`src/design/zipc_pkg.sv`:
```
// shared types, constants and crc step for the zip traditional stream cipher
`timescale 1ns / 1ps

package zipc_pkg;

    localparam logic [31:0] KEY0_INIT  = 32'h1234_5678;
    localparam logic [31:0] KEY1_INIT  = 32'h2345_6789;
    localparam logic [31:0] KEY2_INIT  = 32'h3456_7890;
    localparam logic [31:0] KEY1_MULT  = 32'd134775813;
    localparam logic [31:0] LOW24_MASK = 32'h00FF_FFFF;
    localparam logic [31:0] CRC_POLY   = 32'hEDB8_8320;

    localparam int REQ_W  = 2;
    localparam int BYTE_W = 8;

    typedef enum logic [REQ_W-1:0] {
        REQ_RESTART = 2'd0,
        REQ_ABSORB  = 2'd1,
        REQ_ENCRYPT = 2'd2
    } req_type_t;

    typedef struct packed {
        logic [31:0] key_zero;
        logic [31:0] key_one;
        logic [31:0] key_two;
    } key_set_t;

    localparam key_set_t KEYS_INIT = '{key_zero: KEY0_INIT, key_one: KEY1_INIT,
                                       key_two: KEY2_INIT};

    // reflected crc-32 byte step, no inversion
    function automatic logic [31:0] crc_byte_step(input logic [31:0] acc,
                                                  input logic [7:0]  b);
        logic [31:0] t;
        t = {24'd0, acc[7:0] ^ b};
        for (int i = 0; i < 8; i++) begin
            if (t[0]) begin
                t = (t >> 1) ^ CRC_POLY;
            end else begin
                t = t >> 1;
            end
        end
        return ((acc >> 8) & LOW24_MASK) ^ t;
    endfunction

endpackage

```
`src/design/zipc_key_update.sv`:
```
// key update: crc step on key zero, multiply-add on key one, crc step on key two
`timescale 1ns / 1ps

module zipc_key_update (
    input  zipc_pkg::key_set_t  keys_in,
    input  logic [7:0]          data_byte,
    output zipc_pkg::key_set_t  keys_out
);
    import zipc_pkg::*;

    logic [31:0] k0_new;
    logic [31:0] k1_sum;
    logic [31:0] k1_new;

    always_comb begin
        k0_new = crc_byte_step(keys_in.key_zero, data_byte);
        k1_sum = keys_in.key_one + {24'd0, k0_new[7:0]};
        k1_new = k1_sum * KEY1_MULT + 32'd1;
        keys_out.key_zero = k0_new;
        keys_out.key_one  = k1_new;
        keys_out.key_two  = crc_byte_step(keys_in.key_two, k1_new[31:24]);
    end

endmodule

```
`src/design/zipc_keystream.sv`:
```
// keystream byte from the low half of key two
`timescale 1ns / 1ps

module zipc_keystream (
    input  logic [31:0] key_two,
    output logic [7:0]  ks_byte
);
    import zipc_pkg::*;

    logic [15:0] t;
    logic [15:0] prod;

    always_comb begin
        t       = key_two[15:0] | 16'd2;
        prod    = t * (t ^ 16'd1);
        ks_byte = prod[15:8];
    end

endmodule

```
`src/design/zip_traditional_stream_cipher_core.sv`:
```
// top level: request register, key state, keystream and result register
// a request goes through the request register, then the result register drives m_tvalid
// one request per cycle unless m_tready stalls; key update and keystream are combinational
// restart, password and unused requests give no result
// reset: aresetn low clears both stages and loads the three starting keys
`timescale 1ns / 1ps

module zip_traditional_stream_cipher_core (
    input  logic       aclk,
    input  logic       aresetn,
    input  logic       s_tvalid,
    output logic       s_tready,
    input  logic [7:0] s_tdata,   // [7:0] data_byte
    input  logic [1:0] s_tuser,   // [1:0] req_type
    output logic       m_tvalid,
    input  logic       m_tready,
    output logic [7:0] m_tdata    // [7:0] cipher_byte
);
    import zipc_pkg::*;

    logic              in_valid_reg, in_valid_next;
    logic [REQ_W-1:0]  in_req_reg, in_req_next;
    logic [BYTE_W-1:0] in_data_reg, in_data_next;
    key_set_t          keys_reg, keys_next;
    logic              out_valid_reg, out_valid_next;
    logic [BYTE_W-1:0] out_data_reg, out_data_next;

    key_set_t          keys_upd;
    logic [7:0]        ks_byte;
    logic              advance;
    logic              fire;

    zipc_key_update u_key_update (
        .keys_in   (keys_reg),
        .data_byte (in_data_reg),
        .keys_out  (keys_upd)
    );

    zipc_keystream u_keystream (
        .key_two (keys_reg.key_two),
        .ks_byte (ks_byte)
    );

    assign advance  = !out_valid_reg || m_tready;
    assign fire     = in_valid_reg && advance;
    assign s_tready = !in_valid_reg || advance;
    assign m_tvalid = out_valid_reg;
    assign m_tdata  = out_data_reg;

    always_comb begin
        in_valid_next  = in_valid_reg;
        in_req_next    = in_req_reg;
        in_data_next   = in_data_reg;
        keys_next      = keys_reg;
        out_valid_next = out_valid_reg;
        out_data_next  = out_data_reg;

        if (s_tready) begin
            in_valid_next = s_tvalid;
            in_req_next   = s_tuser;
            in_data_next  = s_tdata;
        end

        if (advance) begin
            out_valid_next = 1'b0;
        end

        if (fire) begin
            case (in_req_reg)
                REQ_RESTART: begin
                    keys_next = KEYS_INIT;
                end
                REQ_ABSORB: begin
                    keys_next = keys_upd;
                end
                REQ_ENCRYPT: begin
                    keys_next      = keys_upd;
                    out_valid_next = 1'b1;
                    out_data_next  = in_data_reg ^ ks_byte;
                end
                default: begin
                    keys_next = keys_reg;
                end
            endcase
        end
    end

    always_ff @(posedge aclk) begin
        if (!aresetn) begin
            in_valid_reg  <= 1'b0;
            out_valid_reg <= 1'b0;
            keys_reg      <= KEYS_INIT;
        end else begin
            in_valid_reg  <= in_valid_next;
            out_valid_reg <= out_valid_next;
            keys_reg      <= keys_next;
        end
        in_req_reg   <= in_req_next;
        in_data_reg  <= in_data_next;
        out_data_reg <= out_data_next;
    end

    // restart request loads the starting keys
    assert property (@(posedge aclk) disable iff (!aresetn)
        (fire && in_req_reg == REQ_RESTART) |=> (keys_reg == KEYS_INIT))
        else $error("keys not restarted");

    // only encrypt requests give a result
    assert property (@(posedge aclk) disable iff (!aresetn)
        (fire && in_req_reg != REQ_ENCRYPT) |=> !m_tvalid)
        else $error("result from a non-encrypt request");

    // unused request type leaves the keys alone
    assert property (@(posedge aclk) disable iff (!aresetn)
        (fire && in_req_reg != REQ_RESTART && in_req_reg != REQ_ABSORB
              && in_req_reg != REQ_ENCRYPT) |=> $stable(keys_reg))
        else $error("keys changed by unused request");

    // keys change only when a request is processed
    assert property (@(posedge aclk) disable iff (!aresetn)
        !fire |=> $stable(keys_reg))
        else $error("keys changed without a request");

endmodule

```
`config.mk`:
```
export PLATFORM = sky130hd
export DESIGN_NAME = zip_traditional_stream_cipher_core
export DESIGN_NICKNAME = d
export VERILOG_FILES = /design/src/design/zipc_pkg.sv /design/src/design/zipc_key_update.sv /design/src/design/zipc_keystream.sv /design/src/design/zip_traditional_stream_cipher_core.sv
export SDC_FILE = /design/constraint.sdc
export NUM_CORES = 1
export LEC_CHECK = 0
export BUFFER_PORTS_ARGS = -buffer_cell sky130_fd_sc_hd__clkbuf_2
export CAP_MARGIN = 20
export CORE_UTILIZATION = 55
export DETAILED_ROUTE_END_ITERATION = 8
export HOLD_SLACK_MARGIN = 0.1
export PLACE_DENSITY_LB_ADDON = 0.08
export SKIP_LAST_GASP = 1
export SYNTH_ARGS = -nofsm -noshare
export SYNTH_HDL_FRONTEND = slang
export SYNTH_SLANG_ARGS = --single-unit
```
`constraint.sdc`:
```
create_clock -name aclk -period 17.15 [get_ports aclk]
set_input_delay 0.8575 -clock aclk [delete_from_list [all_inputs] [get_ports aclk]]
set_output_delay 0.8575 -clock aclk [all_outputs]
set_load 0.005 [all_outputs]
```
Yosys cells after proc, flatten, opt, wreduce, memory -nomap -nowiden
Cells that the tools add are included.

Eq/ne operators: 2. $add $sub $neg: 2. Reductions and logical operators: 10. Bitwise operators: 22. Multipliers: 2. Multiplexer cells: 20.

Operators by type and width (count): 32-bit two-way mux (16); 13-bit NOT with 14-bit output (14); 96-bit case mux with 2 select lines (1); 24-bit by 32-bit bitwise XOR with 32-bit output (2); 32-bit by 1-bit adder with 32-bit output, second input constant (1); 32-bit by 8-bit adder with 32-bit output (1); 32-bit by 28-bit multiplier with 32-bit output, second input constant (1); 1-bit NOT with 14-bit output (2); 8-bit bitwise XOR (3); 16-bit by 16-bit multiplier with 16-bit output (1); 2-bit AND reduction (2); 1-bit two-way mux (3); 2-bit by 1-bit equality test with 1-bit output, second input constant (1); 2-bit equality test, second input constant (1); 1-bit logical NOT (2); 2-bit logical NOT (1); 1-bit logical OR (2); 2-bit nonzero test (1); 2-bit OR reduction (1); 1-bit logical AND (1); 1-bit NOT (1).

Output and inout port bits: 10. Bits of input ports: 14. Word-level logic and storage cells: 66. Register bits after elaboration: 116.

Longest topological paths before layout
Gate-level depths: netlist of the first run.

Word-level depth: 40. Gate-level depth with buffers: 33. Mapped depth without buffers: 32.

Modules after synthesis
Synthesis of the first run repeated with hierarchy kept, for this count alone.

Cells, all modules: 1563. Area total of the unflattened synthesis: 14227.4 µm².

Modules (own cells, without submodules): zipc_key_update (times used 1, area each 6323.6 µm², cells each 738, seq. area each 0.0 µm²); zip_traditional_stream_cipher_core (times used 1, area each 4823.4 µm², cells each 478, seq. area each 2502.4 µm²); zipc_keystream (times used 1, area each 3080.5 µm², cells each 347, seq. area each 0.0 µm²).

Least setup slack after synthesis of the first run
Ideal clock, no wire load.

Path kind: register to register. From: register in_data_reg[0]. To: register keys_reg[26] (netlist name). Library setup time: 117 ps. Required time: 17033 ps. Data arrival time: 8184 ps. Clock period less this slack: 8301 ps. Path buffers: 1. Cell stages (with the launch flop): 32. Slack: 8849 ps. Cells stage by stage: edfxtp_1 > xnor2_1 > xnor2_1 > xor2_1 > xnor2_1 > ha_1 > o211ai_1 > a22oi_1 > nand3_1 > nor2_1 > and3_1 > and3_1 > xor2_1 > ha_1 > ha_1 > fa_1 > inv_1 > fa_1 > inv_1 > ha_1 > clkbuf_1 > nand4_1 > nor4_1 > and2_1 > nor4_1 > a41oi_1 > xnor2_1 > xor2_1 > xor2_1 > xnor2_1 > xnor2_1 > o22a_1.

Word-level cells in the longest chain between the ends: 30. Elaborated cells on any way between the ends: 33.

Ends and longest elaborated chain: start: declaration (line zip_traditional_stream_cipher_core.sv:23) `logic [BYTE_W-1:0] in_data_reg, in_data_next;`; start signal: assignment (line zip_traditional_stream_cipher_core.sv:99) `in_data_reg <= in_data_next;`; 8-bit bitwise XOR * (line zipc_pkg.sv:35) `t = {24'd0, acc[7:0] ^ b};`; 32-bit two-way mux * (line zipc_pkg.sv:37) `if (t[0]) begin`; 13-bit NOT with 14-bit output (no line); 32-bit two-way mux * (3 in a row) (line zipc_pkg.sv:37); 13-bit NOT with 14-bit output (no line); 32-bit two-way mux * (4 in a row) (line zipc_pkg.sv:37); 24-bit by 32-bit bitwise XOR with 32-bit output * (line zipc_pkg.sv:43) `return ((acc >> 8) & LOW24_MASK) ^ t;`; 32-bit by 8-bit adder with 32-bit output * (line zipc_key_update.sv:17) `k1_sum = keys_in.key_one + {24'd0, k0_new[7:0]};`; (+8 left out); 13-bit NOT with 14-bit output (no line); 32-bit two-way mux * (2 in a row) (line zipc_pkg.sv:37); 13-bit NOT with 14-bit output (no line); 32-bit two-way mux * (line zipc_pkg.sv:37); 13-bit NOT with 14-bit output (no line); 32-bit two-way mux * (line zipc_pkg.sv:37); 24-bit by 32-bit bitwise XOR with 32-bit output * (line zipc_pkg.sv:43); 96-bit case mux with 2 select lines * (line zip_traditional_stream_cipher_core.sv:69) `case (in_req_reg)`; end signal: assignment (line zip_traditional_stream_cipher_core.sv:96) `keys_reg <= keys_next;`; end: declaration (line zip_traditional_stream_cipher_core.sv:24) `key_set_t keys_reg, keys_next;`.

Mark *: on every way between the ends. The rest lies on a longest branch, timed or not. A chain may end at the register's enable or synchronous reset.

Worst setup path after layout of the first run
From: register in_data_reg[0]. To: register keys_reg[7] (netlist name).

Word-level cells in the longest chain between the ends: 27. Elaborated cells on any way between the ends: 29.

Ends and longest elaborated chain: 8-bit bitwise XOR * (line zipc_pkg.sv:35); 32-bit two-way mux * (line zipc_pkg.sv:37); 13-bit NOT with 14-bit output (no line); 32-bit two-way mux * (3 in a row) (line zipc_pkg.sv:37); 13-bit NOT with 14-bit output (no line); 32-bit two-way mux * (4 in a row) (line zipc_pkg.sv:37); 24-bit by 32-bit bitwise XOR with 32-bit output * (line zipc_pkg.sv:43); 32-bit by 8-bit adder with 32-bit output * (line zipc_key_update.sv:17); 32-bit by 28-bit multiplier with 32-bit output * (line zipc_key_update.sv:18) `k1_new = k1_sum * KEY1_MULT + 32'd1;`; 32-bit by 1-bit adder with 32-bit output * (line zipc_key_update.sv:18); 8-bit bitwise XOR * (line zipc_pkg.sv:35); 32-bit two-way mux * (6 in a row) (line zipc_pkg.sv:37); 13-bit NOT with 14-bit output (no line) or 32-bit two-way mux (tied branches); 32-bit two-way mux * (2 in a row) (line zipc_pkg.sv:37); 24-bit by 32-bit bitwise XOR with 32-bit output * (line zipc_pkg.sv:43); 96-bit case mux with 2 select lines * (line zip_traditional_stream_cipher_core.sv:69).

Marked as above.

==> results of run 1 <==
==> cell families after synthesis <==
| family | count (synthesis) | synth area share (%) |
|---|---|---|
| flip-flops | 116 | 19.0 |
| adder cells (fa/ha/maj) | 291 | 34.2 |
| AND/OR/NAND/NOR | 278 | 10.4 |
| buffers and inverters | 296 | 8.43 |
| XOR/XNOR | 245 | 17.7 |
| AO/OA/AOI/OAI | 197 | 10.1 |
| other | 1 | 0.0284 |
| multiplexers | 1 | 0.0759 |
==> worst max-delay path: cells and delay by family, from the launching register on <==
kind                       cells  cell delay, ns
xor gates and xnor gates       9            3.59
AOI/OAI and AO/OA              4            0.89
buffers and inverters          2            0.09
adders and majority gates      6            2.42
DFF                            1            0.43
and+or+nand+nor                9            2.38
==> Yosys cell counts, types with 3 or more instances <==
master,count
and3_1,9
nand3_1,18
xnor3_1,9
a21o_1,17
o21ai_1,12
a21oi_1,30
o211ai_1,6
edfxtp_1,18
nand3b_1,4
xnor2_1,173
or3_1,3
o21a_1,4
nand2_1,94
a21boi_0,3
nor2_1,42
o21bai_1,6
o21ai_0,20
nand2b_1,10
or2_2,3
o22ai_1,31
nor4_1,6
fa_1,116
nand4_1,4
clkbuf_1,40
a31oi_1,4
a22oi_1,40
and2_1,21
nor3_1,11
ha_1,175
inv_1,254
dfxtp_1,98
xor2_1,59
o22a_1,6
nor2b_1,48
==> routing by layer <==
layer / global-route usage (%) / up-vias
met5: 0 / -
met1: 37.1 / 4620
met2: 43.0 / 190
li1: - / 4617
met4: 6.44 / 0
met3: 3.93 / 43
==> worst max path at each step <==
| stage | end | slack (ns) | cells past startpoint |
|---|---|---|---|
| after detailed placement | keys_reg[7] | 7.45 | 30 |
| after global routing | keys_reg[7] | 6.62 | 30 |
| after floorplan | keys_reg[26] | 8.85 | 31 |
| after CTS | keys_reg[7] | 7.37 | 30 |
| final | keys_reg[7] | 7.27 | 30 |
| after global placement | keys_reg[7] | 7.55 | 30 |
==> through the flow <==
step / cell area [sq um] / instances / util (%)
after global placement: 13600 / 1732 / 58.0
final: 14200 / 1764 / 60.4
after CTS: 14200 / 1764 / 60.4
after floorplan: 13200 / 1425 / -
after global routing: 14200 / 1764 / 60.4
after detailed placement: 13600 / 1732 / 58.0
==> area by class of cell <==
cell class | count | area [sq um]
Tap cell | 319 | 399
Clock buffer | 17 | 425
Timing Repair Buffer | 30 | 168
Inverter | 254 | 953
Clock inverter | 15 | 153
Fill cell | 2088 | 9290
Sequential cell | 116 | 2500
Multi-Input combinational cell | 1013 | 9580
==> key figures, run 1 <==
Run status
  – Status: finished clean

Placed design
  – GPL Wtd Cong: 0.896
  – IO Port Bufs: 23
  – Pre-CTS setup slack: 7.45 ns
  – Hpwl dp: 23700 um

Cells and area
  – Commonest non-fill, non-tap cells in the layout: inv_1, ha_1, xnor2_1
  – Largest register FFs: 96
  – Commonest non-fill, non-tap cell in the layout: inv_1
  – Synth-to-Final Area Change: 7.56%
  – Layout cell share with drive strength beyond 1: 5.19%
  – Nets@finish: 1737
  – # diodes: 0

Min path
  – Worst hold stages: 2
  – Min-delay src: keys_reg[27]
  – Worst hold path endpoint: keys_reg[27]
  – Hold Path Class: flop to flop

Clock network
  – CTS root buf: clkbuf_16
  – Reg clk slew, reported paths: 0.06 ns
  – Hold_buf cts: 0
  – Setup Buffers After CTS: 0
  – TritonCTS buffer count: 17
  – CTS tree: built
  – Clk Latency, worst-skew pair: 0.44 ns
  – Maximum buffer depth of the clock tree: 2
  – Post-cts resize count: 0
  – H-tree depth: 4
  – Clock Sinks: 116

STA
  – Fin Setup TNS: 0 ns
  – Unrepaired setup endpoints after global routing: false
  – Final Hold Fails: 0
  – Relative slew slack: 21.6%
  – Setup Viol. Count Final: 0
  – Final Cycle Share: 57.6%
  – Fin. max-slew vios: 0
  – WHS: 0.450 ns
  – FMAX: 0.101 GHz
  – Worst Clk Skew: 0.0177 ns
  – Final worst slack: 7.27 ns
  – Worst Max-Slew Pin Slew: 1.17 ns
  – Minimum clock period: 9.88 ns

Synth
  – Mean Syn Cell Area: 9.25 sq um
  – Ys Warns: 0
  – Async SR Flop Fraction: 0%
  – Post-synth EDFFs: 18
  – Leading area contributor after synthesis: fa_1
  – Register bit total from synthesis: 116
  – Largest cells by area after synthesis: fa_1, ha_1, dfxtp_1
  – Post-synth net total: 1730
  – Post-synthesis sequential area ratio: 19.0%
  – Post-Synthesis Cell Area: 13200 sq um
  – Synth Instances: 1425
  – Synth top area share: 17.6%
  – Commonest register cell after synthesis: dfxtp_1
  – Unique cell type count in the Yosys netlist: 59

Setup path
  – R2R Path End: keys_reg[7]
  – Worst setup path startpoint: in_data_reg[0]
  – Worst Path Arrival: 10.24 ns
  – Cell mode on critical path: xor2_1
  – Kind of critical path: flop to flop
  – Reg2reg setup slack: 7.27 ns
  – Max stage delay on crit path: 0.71 ns
  – Max FO, Critical Path: 10
  – CP max stage cell: xnor2_1
  – Worst R2R Start: in_data_reg[0]
  – Worst EP required: 17.51 ns
  – Crit start category: flop
  – Critical Path End Type: flop
  – Worst r2r path cells: 30

Floorplan
  – FP Rows: 56
  – Die width: 157 um
  – DIE HEIGHT: 157 um
  – Ports: 24
  – Die area: 24600 sq um
  – Core footprint: 23500 sq um
  – Initial Util: 56.2%

Detailed routing
  – Routed WL per cell: 17.0 um
  – Vias/cell: 5.37
  – DRC errors left: 0
  – Antenna Nets Post-Route: 0
  – Met3 wire len: 1360 um
  – Via count: 9470
  – WL final: 30100 um
  – Met2 Wirelength: 13800 um
  – Top Metal Used: met4
  – Routed met1 length: 14400 um
  – Drt pass-1 iters: 4
  – Number of DRC markers in iteration 0: 552

Global routing
  – Number of global-route vias before repair: 9716
  – Global-route wire length before repair: 50200 um
  – Total congestion overflow after global routing: 0
  – Initial antenna violation count: 0
  – GRT Resource Usage Total: 26.6%
  – Largest net degree at the start of global routing: 70

Run
  – Max-cap violations: 0
Power of run 1 is not shown: default switching activity piles up to over one toggle a cycle in this logic, so the estimate is an artifact.
==> run 2, diff against run 1 <==
--- a/config.mk
+++ b/config.mk
@@ -5,6 +5,7 @@
 export SDC_FILE = /design/constraint.sdc
 export NUM_CORES = 1
 export LEC_CHECK = 0
+export ABC_AREA = 1
 export BUFFER_PORTS_ARGS = -buffer_cell sky130_fd_sc_hd__clkbuf_2
 export CAP_MARGIN = 20
 export CORE_UTILIZATION = 55
==> constraint.sdc (replaced) <==
create_clock -name aclk -period 10.2 [get_ports aclk]
set_input_delay 0.51 -clock aclk [delete_from_list [all_inputs] [get_ports aclk]]
set_output_delay 0.51 -clock aclk [all_outputs]
set_load 0.005 [all_outputs]
==> run 2 against run 1 <==
  * Cell count is 27% higher
  * Worst setup slack worse by 5.7 ns
  * Die area up 9.4%
  * Final area grew 8.6%
  * Fmax grew 14%
  * Non-clock buffer count increased by 1
  * Sequential share of layout area down 1.4 points
  * Hold slack worse by 0.20 ns
  * First-iteration DRC count is 56% higher
==> key figures, run 2 <==
Synth
  – Register bit total from synthesis: 116 (unchanged)
  – Synth top area share: 16.1% (-1.5 points)
  – Commonest register cell after synthesis: dfxtp_1
  – Ys Warns: 0 (unchanged)
  – Cell with the most instances after synthesis: inv_1
  – Post-synth EDFFs: 18 (unchanged)
  – Largest cells by area after synthesis: fa_1, ha_1, dfxtp_1
  – Unique cell type count in the Yosys netlist: 54 (-8.5%)
  – Mean Syn Cell Area: 7.60 sq um (-18%)
  – Async SR Flop Fraction: 0% (unchanged)
  – Post-Synthesis Cell Area: 14400 sq um (+9.5%)
  – Synth Instances: 1901 (+33%)
  – Leading area contributor after synthesis: fa_1
  – Post-synthesis sequential area ratio: 17.3% (-1.6 points)
  – Post-synth top cells: inv_1, nand2_1, ha_1
  – Post-synth net total: 2206 (+28%)

STA
  – FMAX: 0.116 GHz (+14%)
  – Final Hold Fails: 0 (unchanged)
  – Worst Clk Skew: 0.0116 ns (-0.00609 ns)
  – Final Cycle Share: 84.6% (+27 points)
  – Final worst slack: 1.57 ns (-5.70 ns)
  – Relative slew slack: 35.6% (+14 points)
  – WHS: 0.248 ns (-0.202 ns)
  – Minimum clock period: 8.63 ns (-1.25 ns)
  – Unrepaired setup endpoints after global routing: false
  – Fin Setup TNS: 0 ns (unchanged)
  – Fin. max-slew vios: 0 (unchanged)
  – Worst Max-Slew Pin Slew: 0.962 ns (-0.209 ns)
  – Setup Viol. Count Final: 0 (unchanged)

Detailed routing
  – Vias/cell: 5.33 (-0.64%)
  – Number of DRC markers in iteration 0: 863 (+56%)
  – Antenna Nets Post-Route: 0 (unchanged)
  – DRC errors left: 0 (unchanged)
  – WL final: 38800 um (+29%)
  – Via count: 12000 (+27%)
  – Drt pass-1 iters: 5 (+1)
  – Routed WL per cell: 17.3 um (+1.3%)

Setup path
  – Setup crit end: keys_reg[20]
  – Cell mode on critical path: nand2_1
  – Max FO, Critical Path: 10 (unchanged)
  – Worst Path Arrival: 8.95 ns (-1.29 ns)
  – Critical Path End Type: flop
  – R2R Path End: keys_reg[20]
  – Kind of critical path: flop to flop
  – Worst r2r path cells: 40 (+33%)
  – CP max stage cell: xor2_1
  – Crit start category: flop
  – Worst R2R Start: in_data_reg[7]
  – Max stage delay on crit path: 0.78 ns (+0.07 ns)
  – Worst EP required: 10.52 ns (-6.99 ns)
  – Worst setup path startpoint: in_data_reg[7]
  – Reg2reg setup slack: 1.57 ns (-5.70 ns)

Global routing
  – Number of global-route vias before repair: 11900 (+22%)
  – Initial antenna violation count: 0 (unchanged)
  – Total congestion overflow after global routing: 0 (unchanged)
  – GRT Resource Usage Total: 30.9% (+4.3 points)
  – Global-route wire length before repair: 63300 um (+26%)
  – Largest net degree at the start of global routing: 78 (+11%)

Run status
  – Status: finished clean

Placed design
  – Pre-CTS setup slack: 1.70 ns (-5.75 ns)
  – Hpwl dp: 30900 um (+30%)
  – # placed instances: 2217 (+28%)
  – IO Port Bufs: 23 (unchanged)
  – GPL Wtd Cong: 0.953 (+6.3%)

Run
  – Max-cap violations: 0 (unchanged)

Cells and area
  – Layout cell share with drive strength beyond 1: 8.13% (+2.9 points)
  – Synth-to-Final Area Change: 6.69%
  – Largest register FFs: 96 (unchanged)
  – # diodes: 0 (unchanged)
  – Nets@finish: 2211 (+27%)
  – Commonest non-fill, non-tap cells in the layout: inv_1, nand2_1, ha_1
  – Layout Cells excl Fill: 2249 (+27%)
  – Commonest non-fill, non-tap cell in the layout: inv_1

Clock network
  – Clock Sinks: 116 (unchanged)
  – TritonCTS buffer count: 17 (unchanged)
  – CTS root buf: clkbuf_16
  – Reg clk slew, reported paths: 0.07 ns (about the same)
  – Maximum buffer depth of the clock tree: 2 (unchanged)
  – CTS tree: built
  – Hold_buf cts: 0 (unchanged)
  – H-tree depth: 4 (unchanged)
  – Setup Buffers After CTS: 0 (unchanged)
  – Clk Latency, worst-skew pair: 0.43 ns (about the same)
  – Post-cts resize count: 0 (unchanged)

Floorplan
  – FP Rows: 58 (+3.6%)
  – DIE HEIGHT: 164 um (+4.6%)
  – Die width: 164 um (+4.6%)
  – Die area: 26900 sq um (+9.4%)
  – Core footprint: 25500 sq um (+8.5%)
  – Initial Util: 56.7% (+0.52 points)
  – Ports: 24 (unchanged)

Min path
  – Worst hold stages: 1 (-1)
  – Hold Path Class: input port to flop
## run 2: cell count changes after synthesis, sizes merged, moves of 52 or more
cell   before  now
a21oi      31  137
inv       254  402
nand2      94  393
nand3      18  106
o21ai      32   84
xnor2     173   57
## run 2: layout make-up
type	instances	area, sq um
repair buffers	31	175
multi-input cells	1334	10200
inverters	406	1530
flip-flops and latches	116	2500
well taps	330	413
clock buffers	17	425
clock inverters	15	156
fillers	2396	10100
## run 2: logic make-up after synthesis
logic type / Yosys count / share of synthesized area [%]
adders and majority gates: 291 / 31.2
DFF: 116 / 17.3
buffers and inverters: 451 / 12.0
and+or+nand+nor: 618 / 19.0
other: 1 / 0.0260
AOI/OAI and AO/OA: 262 / 9.97
xor gates and xnor gates: 162 / 10.4
## run 2: metal layers
metal	part of all wire, %	track usage [%]
met1	47	43.4
met2	44	48.4
met3	7.6	6.59
met4	1.4	7.11
met5	0	0
## run 2: worst max-delay path, delay by kind of cell (launching register included)
kind,cells,cell delay [ns]
AOI/OAI and AO/OA,4,1.01
xor gates and xnor gates,4,1.85
DFF,1,0.41
buffers and inverters,7,0.52
and+or+nand+nor,19,2.22
adders and majority gates,6,2.49
## run 2: worst min path at each step
stage | startpoint | end
global placement | keys_reg[35] | keys_reg[35]
floorplan | keys_reg[35] | keys_reg[35]
CTS | s_tdata[2] | in_data_reg[2]
detailed placement | keys_reg[32] | keys_reg[32]
global route | s_tuser[1] | in_req_reg[1]
finish | s_tdata[2] | in_data_reg[2]
## run 2: stage by stage
| step | utilization [%] | instance area [sq um] |
|---|---|---|
| 3_5_place_dp | 58.2 | 14800 |
| 3_3_place_gp | 58.2 | 14800 |
| 4_1_cts | 60.5 | 15400 |
| 5_1_grt | 60.5 | 15400 |
| 2_1_floorplan | - | 14400 |
| 6_report | 60.5 | 15400 |
Power of run 2 is left out for the same reason.
==> run 3, diff against run 2 <==
==> constraint.sdc (replaced) <==
create_clock -name aclk -period 6.9 [get_ports aclk]
set_input_delay 0.345 -clock aclk [delete_from_list [all_inputs] [get_ports aclk]]
set_output_delay 0.345 -clock aclk [all_outputs]
set_load 0.005 [all_outputs]
==> run 3 against run 2 <==
  * The run now ends with negative setup slack left
  * Non-clock buffer count grew 275
  * Fmax up 13%
  * Clock skew increased by 0.0098 ns
  * Sequential share of layout area decreased by 3.6 points
  * First-iteration DRC count rose by 30%
  * Flip-flop and latch count unchanged
  * Highest routed layer unchanged
==> key figures, run 3 (same netlist as run 2, synthesis figures left out) <==
Clock network
  – H-tree depth: 4 (unchanged)
  – Clk Latency, worst-skew pair: 0.45 ns (+0.02 ns)
  – Reg clk slew, reported paths: 0.08 ns (about the same)
  – TritonCTS buffer count: 17 (unchanged)
  – CTS tree: built
  – CTS root buf: clkbuf_16
  – Clock Sinks: 116 (unchanged)
  – Maximum buffer depth of the clock tree: 2 (unchanged)

STA
  – Final Hold Fails: 0 (unchanged)
  – Fin Setup TNS: -14.79 ns (-14.79 ns)
  – Worst Max-Slew Pin Slew: 1.06 ns (+0.101 ns)
  – FMAX: 0.131 GHz (+13%)
  – Fin. max-slew vios: 0 (unchanged)
  – Final worst slack: -0.760 ns (-2.33 ns)
  – Setup Viol. Count Final: 31 (+31)
  – Unrepaired setup endpoints after global routing: true
  – Minimum clock period: 7.66 ns (-0.970 ns)
  – Relative slew slack: 28.7% (-6.9 points)
  – Worst Clk Skew: 0.0214 ns (+0.00983 ns)
  – Final Cycle Share: 111% (+26 points)

Floorplan
  – Ports: 24 (unchanged)
  – DIE HEIGHT: 164 um (unchanged)
  – Die width: 164 um (unchanged)
  – FP Rows: 58 (unchanged)
  – Core footprint: 25500 sq um (unchanged)
  – Die area: 26900 sq um (unchanged)
  – Initial Util: 56.7% (unchanged)

Global routing
  – Global-route wire length before repair: 69100 um (+9.1%)
  – Largest net degree at the start of global routing: 78 (unchanged)
  – Total congestion overflow after global routing: 0 (unchanged)
  – Number of global-route vias before repair: 13100 (+11%)
  – Initial antenna violation count: 0 (unchanged)
  – GRT Resource Usage Total: 33.9% (+3.0 points)

Run
  – Max-cap violations: 0 (unchanged)

Setup path
  – CP max stage cell: fa_1
  – Kind of critical path: flop to flop
  – Worst r2r path cells: 39 (-2.5%)
  – Worst EP required: 7.20 ns (-3.32 ns)
  – Max FO, Critical Path: 6 (-4)
  – Delay-heaviest family, CP: adder cells
  – Max stage delay on crit path: 0.58 ns (-0.20 ns)
  – WP buf/inv: 8 (+1)
  – Cell count along the critical path: 39 (-2.5%)
  – Worst Path Arrival: 7.96 ns (-0.99 ns)
  – Critical Path End Type: flop
  – Crit start category: flop

Cells and area
  – Largest register FFs: 96 (unchanged)
  – Nets@finish: 2486 (+12%)
  – Util after Layout: 77.7% (+17 points)
  – Register area: 2500 sq um (unchanged)
  – Final instance area: 19800 sq um (+29%)
  – Synth-to-Final Area Change: 37.1%
  – Layout cell share with drive strength beyond 1: 32.5% (+24 points)
  – Commonest non-fill, non-tap cells in the layout: inv_1, nand2_1, buf_4
  – # diodes: 0 (unchanged)
  – Commonest non-fill, non-tap cell in the layout: inv_1
  – Area of the multi-input gates: 12300 sq um (+21%)
  – Fillers: 1741 (-27%)

Placed design
  – Area post-placement: 16500 sq um (+11%)
  – GPL Wtd Cong: 0.996 (+4.5%)
  – Hpwl dp: 33400 um (+8.3%)
  – IO Port Bufs: 23 (unchanged)

Detailed routing
  – Routed WL per cell: 19.2 um (+11%)
  – Antenna Nets Post-Route: 0 (unchanged)
  – Drt pass-1 iters: 7 (+2)
  – Via count: 13900 (+16%)
  – DRC errors left: 0 (unchanged)
  – WL final: 48400 um (+25%)
  – Number of DRC markers in iteration 0: 1120 (+30%)
  – Vias/cell: 5.49 (+3.0%)

Min path
  – Worst hold stages: 3 (+2)
  – Hold Path Class: input port to flop

Run status
  – Status: finished, violations left
  – Failing checks: negative setup slack
## run 3: cell types whose count changed in the layout (fill, tap and decap cells not counted), moves of 34 or more
cell | before | now
nand3_1 | 92 | 51
nand2_1 | 366 | 290
nand2_2 | 23 | 57
ha_1 | 175 | 134
buf_4 | 8 | 242
nand2_4 | 4 | 42
ha_4 | 0 | 37
## run 3: area by class of cell
| cell class | instances | area share, % |
|---|---|---|
| multi-input cells | 1334 | 62.3 |
| flip-flops and latches | 116 | 12.6 |
| repair buffers | 306 | 12.2 |
| inverters | 406 | 7.89 |
| clock buffers | 17 | 2.15 |
| well taps | 330 | 2.09 |
| clock inverters | 15 | 0.746 |
## run 3: stage by stage
stage	worst slack [ns]	hold WS, ns	cells
final	-0.760	0.146	2524
after global routing	-0.921	0.141	2524
after detailed placement	-0.716	0.459	2413
after CTS	-0.493	0.120	2480
after floorplan	0.0147	0.435	1901
after global placement	-0.681	0.454	2413
## run 3: repair_timing
item | in CTS | in global routing
buffers inserted | 28 | 46
hold endpoints to repair | 9 | 1
resized for setup | 159 | 279
pin swaps | 72 | 159
setup endpoints to repair | 31 | 40
hold buffers | 9 | 1
## run 3: worst register-to-register path: cells and delay by family, from the launching register on
| kind | cells | cell delay, ns |
|---|---|---|
| AO/OA/AOI/OAI | 4 | 0.73 |
| flip-flops | 1 | 0.48 |
| adder cells (fa/ha/maj) | 7 | 2.76 |
| AND/OR/NAND/NOR | 14 | 1.66 |
| buffers and inverters | 8 | 0.69 |
| XOR/XNOR | 6 | 1.19 |
## run 3: worst paths after layout
check / from / to / slack [ns]
worst max-delay path: in_data_reg[3] / keys_reg[4] / -0.76
worst min-delay path: s_tvalid / in_valid_reg / 0.15
worst min register to register: keys_reg[93] / keys_reg[93] / 0.48
worst max register to register: in_data_reg[3] / keys_reg[4] / -0.76
## run 3: per-layer routing
layer | global-route usage, % | vias to the layer above | share of wire [%]
met5 | 0 | - | 0
met1 | 46.5 | 6680 | 43
met2 | 54.6 | 581 | 47
li1 | - | 6467 | -
met4 | 7.83 | 0 | 3.5
met3 | 6.92 | 140 | 7.1
Power of run 3 is left out for the same reason.
